## config.mk

```make
export PLATFORM = sky130hd
export DESIGN_NAME = lfu_cache_with_expiry_unit
export DESIGN_NICKNAME = d
export VERILOG_FILES = /design/src/rtl/core/lfu_pkg.sv /design/src/rtl/core/lfu_cache_with_expiry_unit.sv /design/src/rtl/core/lfu_ram.sv
export SDC_FILE = /design/constraint.sdc
export NUM_CORES = 2
export LEC_CHECK = 0
export BUFFER_PORTS_ARGS = -buffer_cell sky130_fd_sc_hd__buf_2
export CORE_MARGIN = 8
export CORE_UTILIZATION = 45
export CTS_BUF_LIST = sky130_fd_sc_hd__clkbuf_4 sky130_fd_sc_hd__clkbuf_8 sky130_fd_sc_hd__clkbuf_16
export CTS_CLUSTER_DIAMETER = 50
export CTS_CLUSTER_SIZE = 28
export DETAILED_ROUTE_END_ITERATION = 8
export PLACE_DENSITY = 0.65
export SLEW_MARGIN = 20
export SYNTH_ARGS = -nofsm -noshare
export SYNTH_HDL_FRONTEND = slang
export SYNTH_SLANG_ARGS = --single-unit
```

## constraint.sdc

```tcl
create_clock -name clock -period 14.2 [get_ports clock]
set_clock_uncertainty 0.15 [all_clocks]
set_input_delay 0 -clock clock [delete_from_list [all_inputs] [get_ports clock]]
set_output_delay 0 -clock clock [all_outputs]
set_load 0.005 [all_outputs]
```

## src/rtl/core/lfu_pkg.sv

```systemverilog
package lfu_pkg;

   localparam int ENTRIES_DEF    = 16;
   localparam int KEY_BITS_DEF   = 32;
   localparam int VALUE_BITS_DEF = 32;
   localparam int CAP_BITS       = 5;
   localparam int TIME_BITS      = 31;
   localparam int COUNT_BITS     = 16;
   localparam int STAMP_BITS     = 32;
   localparam logic [TIME_BITS-1:0] INT_MAX = {TIME_BITS{1'b1}};
   localparam logic [COUNT_BITS-1:0] COUNT_MAX = {COUNT_BITS{1'b1}};
   localparam logic [CAP_BITS-1:0] CAP_RESET = CAP_BITS'(16);

   localparam logic [1:0] OP_GET    = 2'd0;
   localparam logic [1:0] OP_PUT    = 2'd1;
   localparam logic [1:0] OP_DELETE = 2'd2;
   localparam logic [1:0] OP_CLEAR  = 2'd3;

   typedef struct packed {
      logic [1:0]  opcode;
      logic [31:0] key;
      logic [31:0] value;
      logic signed [31:0] ttl_seconds;
      logic [30:0] now_seconds;
   } req_type;

   typedef struct packed {
      logic        hit;
      logic [31:0] read_value;
      logic        evicted;
      logic [31:0] evicted_key;
      logic [4:0]  occupancy;
   } rsp_type;

endpackage

```

## src/rtl/core/lfu_cache_with_expiry_unit.sv

```systemverilog
// Channel   Ports                      Direction  Handshake
// request   req_payload                in         start high while busy low
// response  rsp_payload                out        rsp_valid, one cycle
// csr       csr_write_en, csr_wr_data  in         written on any edge with enable
//
// Get, put and delete read every entry in turn through the single read port
// of the entry memory, whose output is registered; the walk is then seen to be
// done, the result is decided and written back, the occupancy is loaded, and
// the response strobes; the next request can be accepted at the edge that ends
// the strobe. Clear answers on the next cycle and never raises busy. Reset is
// synchronous and clears the valid bits, the occupancy count and the stamp
// counter, and returns the capacity register to sixteen. The receiver cannot
// stall; each response strobes for exactly one cycle.
module lfu_cache_with_expiry_unit #(
   parameter int ENTRIES    = lfu_pkg::ENTRIES_DEF,
   parameter int KEY_BITS   = lfu_pkg::KEY_BITS_DEF,
   parameter int VALUE_BITS = lfu_pkg::VALUE_BITS_DEF
) (
   input  logic             clock,
   input  logic             reset,
   input  logic             start,
   output logic             busy,
   input  lfu_pkg::req_type req_payload,
   output logic             rsp_valid,
   output lfu_pkg::rsp_type rsp_payload,
   input  logic             csr_write_en,
   input  logic [4:0]       csr_wr_data
);
   import lfu_pkg::*;

   localparam int IDX_BITS = (ENTRIES > 1) ? $clog2(ENTRIES) : 1;
   localparam int CNT_BITS = $clog2(ENTRIES + 1);
   localparam int EW = KEY_BITS + VALUE_BITS + TIME_BITS + COUNT_BITS + STAMP_BITS;

   typedef struct packed {
      logic [KEY_BITS-1:0]   key;
      logic [VALUE_BITS-1:0] data;
      logic [TIME_BITS-1:0]  expiry;
      logic [COUNT_BITS-1:0] count;
      logic [STAMP_BITS-1:0] stamp;
   } entry_type;

   typedef enum logic [2:0] {S_IDLE, S_SCAN, S_DECIDE, S_WRITE, S_RESP} state_type;

   // The memory holds the entry bodies; valid bits live in flip-flops because the
   // sweep drops expired entries during the walk and clear drops all at once.
   logic                wr_en;
   logic [IDX_BITS-1:0] wr_addr, rd_addr;
   entry_type           wr_data, rd_data;

   lfu_ram #(.WIDTH(EW), .DEPTH(ENTRIES)) u_ram (
      .clock, .wr_en, .wr_addr, .wr_data(wr_data), .rd_addr,
      .rd_data(rd_data)
   );

   state_type state_ff;
   logic [ENTRIES-1:0]    valid_ff;
   logic [CNT_BITS-1:0]   total_ff;
   logic [STAMP_BITS-1:0] seq_ff;
   logic [4:0]            cap_ff;
   req_type               req_ff;
   logic [TIME_BITS-1:0]  exp_ff;
   logic [IDX_BITS:0]     scan_ff;     // read address issued
   logic                  rd_vld_ff;   // rd_data belongs to rd_idx_ff
   logic [IDX_BITS-1:0]   rd_idx_ff;
   logic                  found_ff, vic_ok_ff;
   logic [IDX_BITS-1:0]   found_idx_ff, vic_idx_ff;
   entry_type             found_ent_ff;
   logic [COUNT_BITS-1:0] vic_cnt_ff;
   logic [STAMP_BITS-1:0] vic_age_ff;
   logic [KEY_BITS-1:0]   vic_key_ff;
   logic                  wr_en_ff;
   logic [IDX_BITS-1:0]   wr_addr_ff;
   entry_type             wr_data_ff;
   rsp_type               rsp_ff;
   logic                  rsp_valid_ff;

   assign wr_en   = wr_en_ff;
   assign wr_addr = wr_addr_ff;
   assign wr_data = wr_data_ff;
   assign rd_addr = scan_ff[IDX_BITS-1:0];
   assign busy        = (state_ff != S_IDLE);
   assign rsp_valid   = rsp_valid_ff;
   assign rsp_payload = rsp_ff;

   logic [KEY_BITS-1:0]   req_key;
   logic [VALUE_BITS-1:0] req_val;
   logic [CNT_BITS-1:0]   cap_eff;
   logic [31:0]           exp_sum;
   logic                  cur_live, cur_match, cur_better, is_sweep;
   logic [STAMP_BITS-1:0] cur_age;
   logic [ENTRIES-1:0]    one_hot_free;
   logic [IDX_BITS-1:0]   free_idx;
   logic                  free_any;
   logic [COUNT_BITS-1:0] bump_cnt;

   assign req_key = KEY_BITS'(req_ff.key);
   assign req_val = VALUE_BITS'(req_ff.value);
   assign exp_sum = {1'b0, req_payload.now_seconds} + {1'b0, req_payload.ttl_seconds[30:0]};
   assign is_sweep = (req_ff.opcode != OP_DELETE);
   assign cur_live = valid_ff[rd_idx_ff] &&
                     !(is_sweep && rd_data.expiry < req_ff.now_seconds);
   assign cur_match = cur_live && rd_data.key == req_key;
   assign cur_age   = seq_ff - rd_data.stamp;
   assign cur_better = !vic_ok_ff || rd_data.count < vic_cnt_ff ||
                       (rd_data.count == vic_cnt_ff && cur_age > vic_age_ff);
   assign bump_cnt = (found_ent_ff.count < COUNT_MAX) ? found_ent_ff.count + 1'b1
                                                       : found_ent_ff.count;

   always_comb begin
      if (cap_ff == 5'd0) cap_eff = CNT_BITS'(1);
      else if (32'(cap_ff) > ENTRIES) cap_eff = CNT_BITS'(ENTRIES);
      else cap_eff = CNT_BITS'(cap_ff);
   end

   // Lowest free slot, with the victim counted as free when full and not found.
   always_comb begin
      one_hot_free = ~valid_ff;
      if (vic_ok_ff && !found_ff && total_ff >= cap_eff) one_hot_free[vic_idx_ff] = 1'b1;
      free_any = |one_hot_free;
      free_idx = '0;
      for (int i = ENTRIES - 1; i >= 0; i--)
         if (one_hot_free[i]) free_idx = IDX_BITS'(i);
   end

   always_ff @(posedge clock) begin
      if (reset) begin
         state_ff     <= S_IDLE;
         valid_ff     <= '0;
         total_ff     <= '0;
         seq_ff       <= '0;
         cap_ff       <= CAP_RESET;
         rsp_valid_ff <= 1'b0;
         wr_en_ff     <= 1'b0;
         rd_vld_ff    <= 1'b0;
         scan_ff      <= '0;
      end else begin
         if (csr_write_en) cap_ff <= csr_wr_data;
         unique case (state_ff)
            S_IDLE: begin
               wr_en_ff     <= 1'b0;
               rsp_valid_ff <= start && (req_payload.opcode == OP_CLEAR);
               if (start) begin
                  req_ff    <= req_payload;
                  found_ff  <= 1'b0;
                  vic_ok_ff <= 1'b0;
                  scan_ff   <= '0;
                  rd_vld_ff <= 1'b0;
                  if (req_payload.ttl_seconds[31] || exp_sum[31]) exp_ff <= INT_MAX;
                  else exp_ff <= exp_sum[TIME_BITS-1:0];
                  if (req_payload.opcode == OP_CLEAR) begin
                     valid_ff <= '0;
                     total_ff <= '0;
                     rsp_ff   <= '0;
                  end else begin
                     state_ff <= S_SCAN;
                  end
               end
            end
            S_SCAN: begin
               wr_en_ff     <= 1'b0;
               rsp_valid_ff <= 1'b0;
               // One entry read per cycle; the previous read is judged here.
               if (32'(scan_ff) < ENTRIES) begin
                  scan_ff   <= scan_ff + 1'b1;
                  rd_vld_ff <= 1'b1;
                  rd_idx_ff <= scan_ff[IDX_BITS-1:0];
               end else begin
                  rd_vld_ff <= 1'b0;
               end
               if (rd_vld_ff) begin
                  if (valid_ff[rd_idx_ff] && !cur_live) begin
                     valid_ff[rd_idx_ff] <= 1'b0;
                     total_ff <= total_ff - 1'b1;
                  end
                  if (cur_match) begin
                     found_ff     <= 1'b1;
                     found_idx_ff <= rd_idx_ff;
                     found_ent_ff <= rd_data;
                  end
                  if (cur_live && cur_better) begin
                     vic_ok_ff  <= 1'b1;
                     vic_idx_ff <= rd_idx_ff;
                     vic_cnt_ff <= rd_data.count;
                     vic_age_ff <= cur_age;
                     vic_key_ff <= rd_data.key;
                  end
               end
               if (!rd_vld_ff && 32'(scan_ff) >= ENTRIES) state_ff <= S_DECIDE;
            end
            S_DECIDE: begin
               rsp_type             rsp_in;
               logic [ENTRIES-1:0]  valid_in;
               logic [CNT_BITS-1:0] total_in;
               rsp_in   = '0;
               valid_in = valid_ff;
               total_in = total_ff;
               rsp_valid_ff <= 1'b0;
               state_ff <= S_RESP;
               unique case (req_ff.opcode)
                  OP_GET: begin
                     wr_en_ff <= found_ff;
                     if (found_ff) begin
                        rsp_in.hit        = 1'b1;
                        rsp_in.read_value = 32'(found_ent_ff.data);
                        wr_addr_ff <= found_idx_ff;
                        wr_data_ff <= '{found_ent_ff.key, found_ent_ff.data,
                                        found_ent_ff.expiry, bump_cnt, seq_ff};
                        seq_ff <= seq_ff + 1'b1;
                     end
                  end
                  OP_PUT: begin
                     if (found_ff) begin
                        rsp_in.hit = 1'b1;
                        wr_en_ff   <= 1'b1;
                        wr_addr_ff <= found_idx_ff;
                        wr_data_ff <= '{found_ent_ff.key, req_val, exp_ff, bump_cnt, seq_ff};
                        seq_ff <= seq_ff + 1'b1;
                     end else begin
                        // The victim is dropped first so its slot can be reused.
                        if (total_ff >= cap_eff && vic_ok_ff) begin
                           rsp_in.evicted     = 1'b1;
                           rsp_in.evicted_key = 32'(vic_key_ff);
                           valid_in[vic_idx_ff] = 1'b0;
                           total_in = total_in - 1'b1;
                        end
                        if (free_any) begin
                           valid_in[free_idx] = 1'b1;
                           total_in = total_in + 1'b1;
                           seq_ff <= seq_ff + 1'b1;
                        end
                        wr_en_ff   <= free_any;
                        wr_addr_ff <= free_idx;
                        wr_data_ff <= '{req_key, req_val, exp_ff, COUNT_BITS'(1), seq_ff};
                     end
                  end
                  default: begin
                     wr_en_ff <= 1'b0;
                     if (found_ff) begin
                        rsp_in.hit = 1'b1;
                        valid_in[found_idx_ff] = 1'b0;
                        total_in = total_in - 1'b1;
                     end
                  end
               endcase
               rsp_ff   <= rsp_in;
               valid_ff <= valid_in;
               total_ff <= total_in;
            end
            S_RESP: begin
               wr_en_ff <= 1'b0;
               rsp_ff.occupancy <= 5'(total_ff);
               rsp_valid_ff <= 1'b1;
               state_ff <= S_IDLE;
            end
            default: begin
               wr_en_ff     <= 1'b0;
               rsp_valid_ff <= 1'b0;
               state_ff     <= S_IDLE;
            end
         endcase
      end
   end
endmodule

```

## src/rtl/core/lfu_ram.sv

```systemverilog
module lfu_ram #(
   parameter int WIDTH = 8,
   parameter int DEPTH = 16
) (
   input  logic                     clock,
   input  logic                     wr_en,
   input  logic [$clog2(DEPTH)-1:0] wr_addr,
   input  logic [WIDTH-1:0]         wr_data,
   input  logic [$clog2(DEPTH)-1:0] rd_addr,
   output logic [WIDTH-1:0]         rd_data
);
   logic [WIDTH-1:0] mem_ff [DEPTH];

   always_ff @(posedge clock) begin
      if (wr_en) mem_ff[wr_addr] <= wr_data;
      rd_data <= mem_ff[rd_addr];
   end
endmodule
```

==> results.txt <==
Async SR Flop Fraction: 0%
Switching Power: 3990 uW
placed cell areas: 123,000 sq um
gr usage total: 19.1%
placed wire-length estimate: 139,000 microns
adder-cell share of the synthesized area: 1.63%
TritonCTS clock tree: done
synth unique cells: 83
Switching Share: 21.7%
Post-Route WL: 271,000 microns
Most used DFF post-synth: edfxtp_1
violations in the final reports: antenna rules
first-pass GRT wire length: 400,000 microns
Worst path max stage delay: 640 ps
synthesized area per cell: 20.3 sq um
Cells after Synth: 5,777
Num Clock Sinks: 3,051
pin count of the biggest net entering global routing: 130
sequential power share: 53.2%
CTS buffer count: 291
Core Region: 259,000 sq um
final antenna-violating net count: 1
RSZ-0062 raised after global routing: false
Yosys reg bits: 3,051
simple-gate area share of the yosys netlist: 3.61%
status: finished with violations
routed vias: 58,300
combinational power share: 3.4%
number of global-route vias before repair: 60,500
DRT iter0 DRCs: 5,843
area delta synth->final: 15.8%
Mapped Nets: 6,067
Slew headroom: 24.4%
Rows: 187
Max Fclk: 155 MHz
Initial Util: 45.2%
Worst Setup Start Kind: flip-flop
Chip Height: 527 microns
Synth Area in Compound Gates: 2.37%
Ys Warns: 0
CTS Buffer Depth: 4
CP Class: flip-flop to flip-flop
Arr. time, crit path: 6840 ps
Post-CTS Setup Inserts: 0
share of cells above drive strength 1: 24.1%
Final nets: 6,739
P_int: 14,400 uW
max-slew violation count: 0
Placer Congestion: 0.871
main combinational cell family by area after synthesis: multiplexers
worst min path class: input port to flip-flop
worst vdd ir: 0.138 mV
htree depth: 5
Post-synth EDFFs: 2,839
layout filler cell count: 19,900
detailed-route wire length per cell: 26.8 microns
Ports: 211
initial antenna violation count: 12
final hold viol count: 0
cell breakdown of the critical path: inv_1 > ha_1 > nand2_1 > or4b_1 > o21ai_0 > a21oi_1 > nand2_1 > a31oi_1 > a41oi_1 > a21oi_1 > xnor2_1 > ha_1 > nand4_1 > nor4_1 > nand2_1 > nor2_1 > o31ai_1 > nand4_1 > a41o_1 > and3_4 > buf_4
Period Utilization, post-route: 45.6%
worst slew pin tran: 1130 ps
synthesized area: 117,000 sq um
clock network power share: 43.4%
Slowest cell on crit path: buf_4
max_cap viols: 0
clock-pin slew on the worst setup and hold paths: 60 ps
CP required: 14,560 ps
Clock Tree Root: clkbuf_16
Setup TNS: 0 ps
register area share after synthesis: 76.2%
crit-path max FO: 48
Clk Latency, worst-skew pair: 960 ps
Power per Cell Area: 135 nW/um^2
vias per cell: 5.78
CP top delay family: simple AND/OR/NAND/NOR gates
DP Worst Slack: 7790 ps
CP most frequent cell: nand2_1
DRC: 0
die width: 527 microns
Final Critical Period: 6470 ps
final worst slack: 7730 ps
final setup fails: 0
port buffer count: 210
P_leak: 0.0438 uW
First-pass DRT Iterations: 5
CP endpoint kind: flip-flop
mux share of post-synthesis cell area: 13.9%
die area: 278,000 sq um
WP buf/inv: 2
post-synthesis xor/xnor area fraction: 0.985%
Finished Cell Area: 136,000 sq um
gr ovfl total: 0
## routing by layer
metal | routed length (microns) | up-vias | part of all wire [%] | track usage (%)
li1 | - | 24900 | - | -
met1 | 114000 | 30900 | 42 | 26.8
met2 | 133000 | 2143 | 49 | 31.8
met3 | 18100 | 365 | 6.7 | 3.01
met4 | 5680 | 0 | 2.1 | 4.64
met5 | 0 | - | 0 | 0
## cells in the mapped netlist, types with 63 or more instances
library cell / instances / share of area [%]
o21ai_0: 75 / 0.32
nand2_1: 405 / 1.3
edfxtp_1: 2839 / 73
inv_1: 142 / 0.45
ha_1: 150 / 1.6
xor2_1: 88 / 0.66
a21oi_1: 116 / 0.49
dfxtp_1: 212 / 3.6
mux4_2: 721 / 14
buf_1: 63 / 0.20
and2_1: 75 / 0.40
clkbuf_1: 165 / 0.53
nor2_1: 144 / 0.46
## state kept, by name (all words and copies together) (netlist names), 16 cells and up
name	cells
u_ram.mem_ff	2288
req_val	32
exp_ff	31
u_ram.rd_data	143
seq_ff	32
found_ent_ff	111
vic_cnt_ff	16
req_ff	33
vic_age_ff	32
rsp_payload	71
req_key	32
vic_key_ff	32
wr_data	143
valid_ff	16
## layout by cell type, fill, tap and decap left out, types with 116 or more instances in the layout
master and instances:
dlygate4sd3_1 303, buf_2 210, inv_1 142, ha_1 150
mux4_2 721, nor2_1 127, a21oi_1 116, nand2_1 405
edfxtp_1 2839, clkbuf_16 298, dfxtp_1 208
## area by class of cell
| type | instances | area [sq um] | area share (%) |
|---|---|---|---|
| repair buffers | 617 | 5000 | 3.68 |
| multi-input cells | 2344 | 26600 | 19.6 |
| well taps | 3402 | 4260 | 3.13 |
| inverters | 144 | 541 | 0.398 |
| diodes | 12 | 30.0 | 0.0221 |
| flip-flops and latches | 3051 | 89500 | 65.9 |
| clock inverters | 200 | 2320 | 1.71 |
| clock buffers | 316 | 7620 | 5.61 |
## tightest hold or removal path, stage by stage
cell and delay, ps:
dlygate4sd3_1 630, buf_2 170, a21oi_1 70, a21oi_1 120, nor2_1 50
## what timing repair did
| item | CTS | global route |
|---|---|---|
| resized for setup | 0 | 0 |
| endpoints found under the hold margin | 297 | 0 |
| hold buffers | 303 | 0 |
| setup endpoints to repair | 0 | 0 |
## power groups by stage
stage	Sequential, uW	Combinational, uW	Clock (uW)
after floorplan	9950	408	0
after global placement	9970	541	0
after detailed placement	9970	547	0
after CTS	9770	630	8110
after global routing	9770	682	8430
final	9770	628	7970
## metrics by stage
| step | hold WS, ps | instances | util, % | power (uW) |
|---|---|---|---|---|
| after floorplan | -51.1 | 5777 | - | 10400 |
| after global placement | 27.6 | 9254 | 47.4 | 10500 |
| after detailed placement | 28.4 | 9255 | 47.4 | 10500 |
| after CTS | 3.55 | 10100 | 52.4 | 18500 |
| after global routing | 60.1 | 10100 | 52.4 | 18900 |
| final | 65.6 | 10100 | 52.4 | 18400 |
## final timing paths
check                          from          endpoint  slack [ps]  depth (start not counted)
hold reg to reg   u_ram.rd_data[84]  found_ent_ff[84]         260                          0
hold / removal     req_payload[127]       state_ff[0]          70                          5
setup reg to reg   u_ram.rd_data[6]    vic_key_ff[18]        7730                         21
setup / recovery   u_ram.rd_data[6]    vic_key_ff[18]        7730                         21
## cells by family after synthesis
kind of cell / after synthesis
AND/OR/NAND/NOR: 904
buffers and inverters: 382
AO/OA/AOI/OAI: 423
XOR/XNOR: 132
flip-flops: 3051
multiplexers: 733
adder cells (fa/ha/maj): 152
No activity file was read; power rests on OpenSTA's default activity.
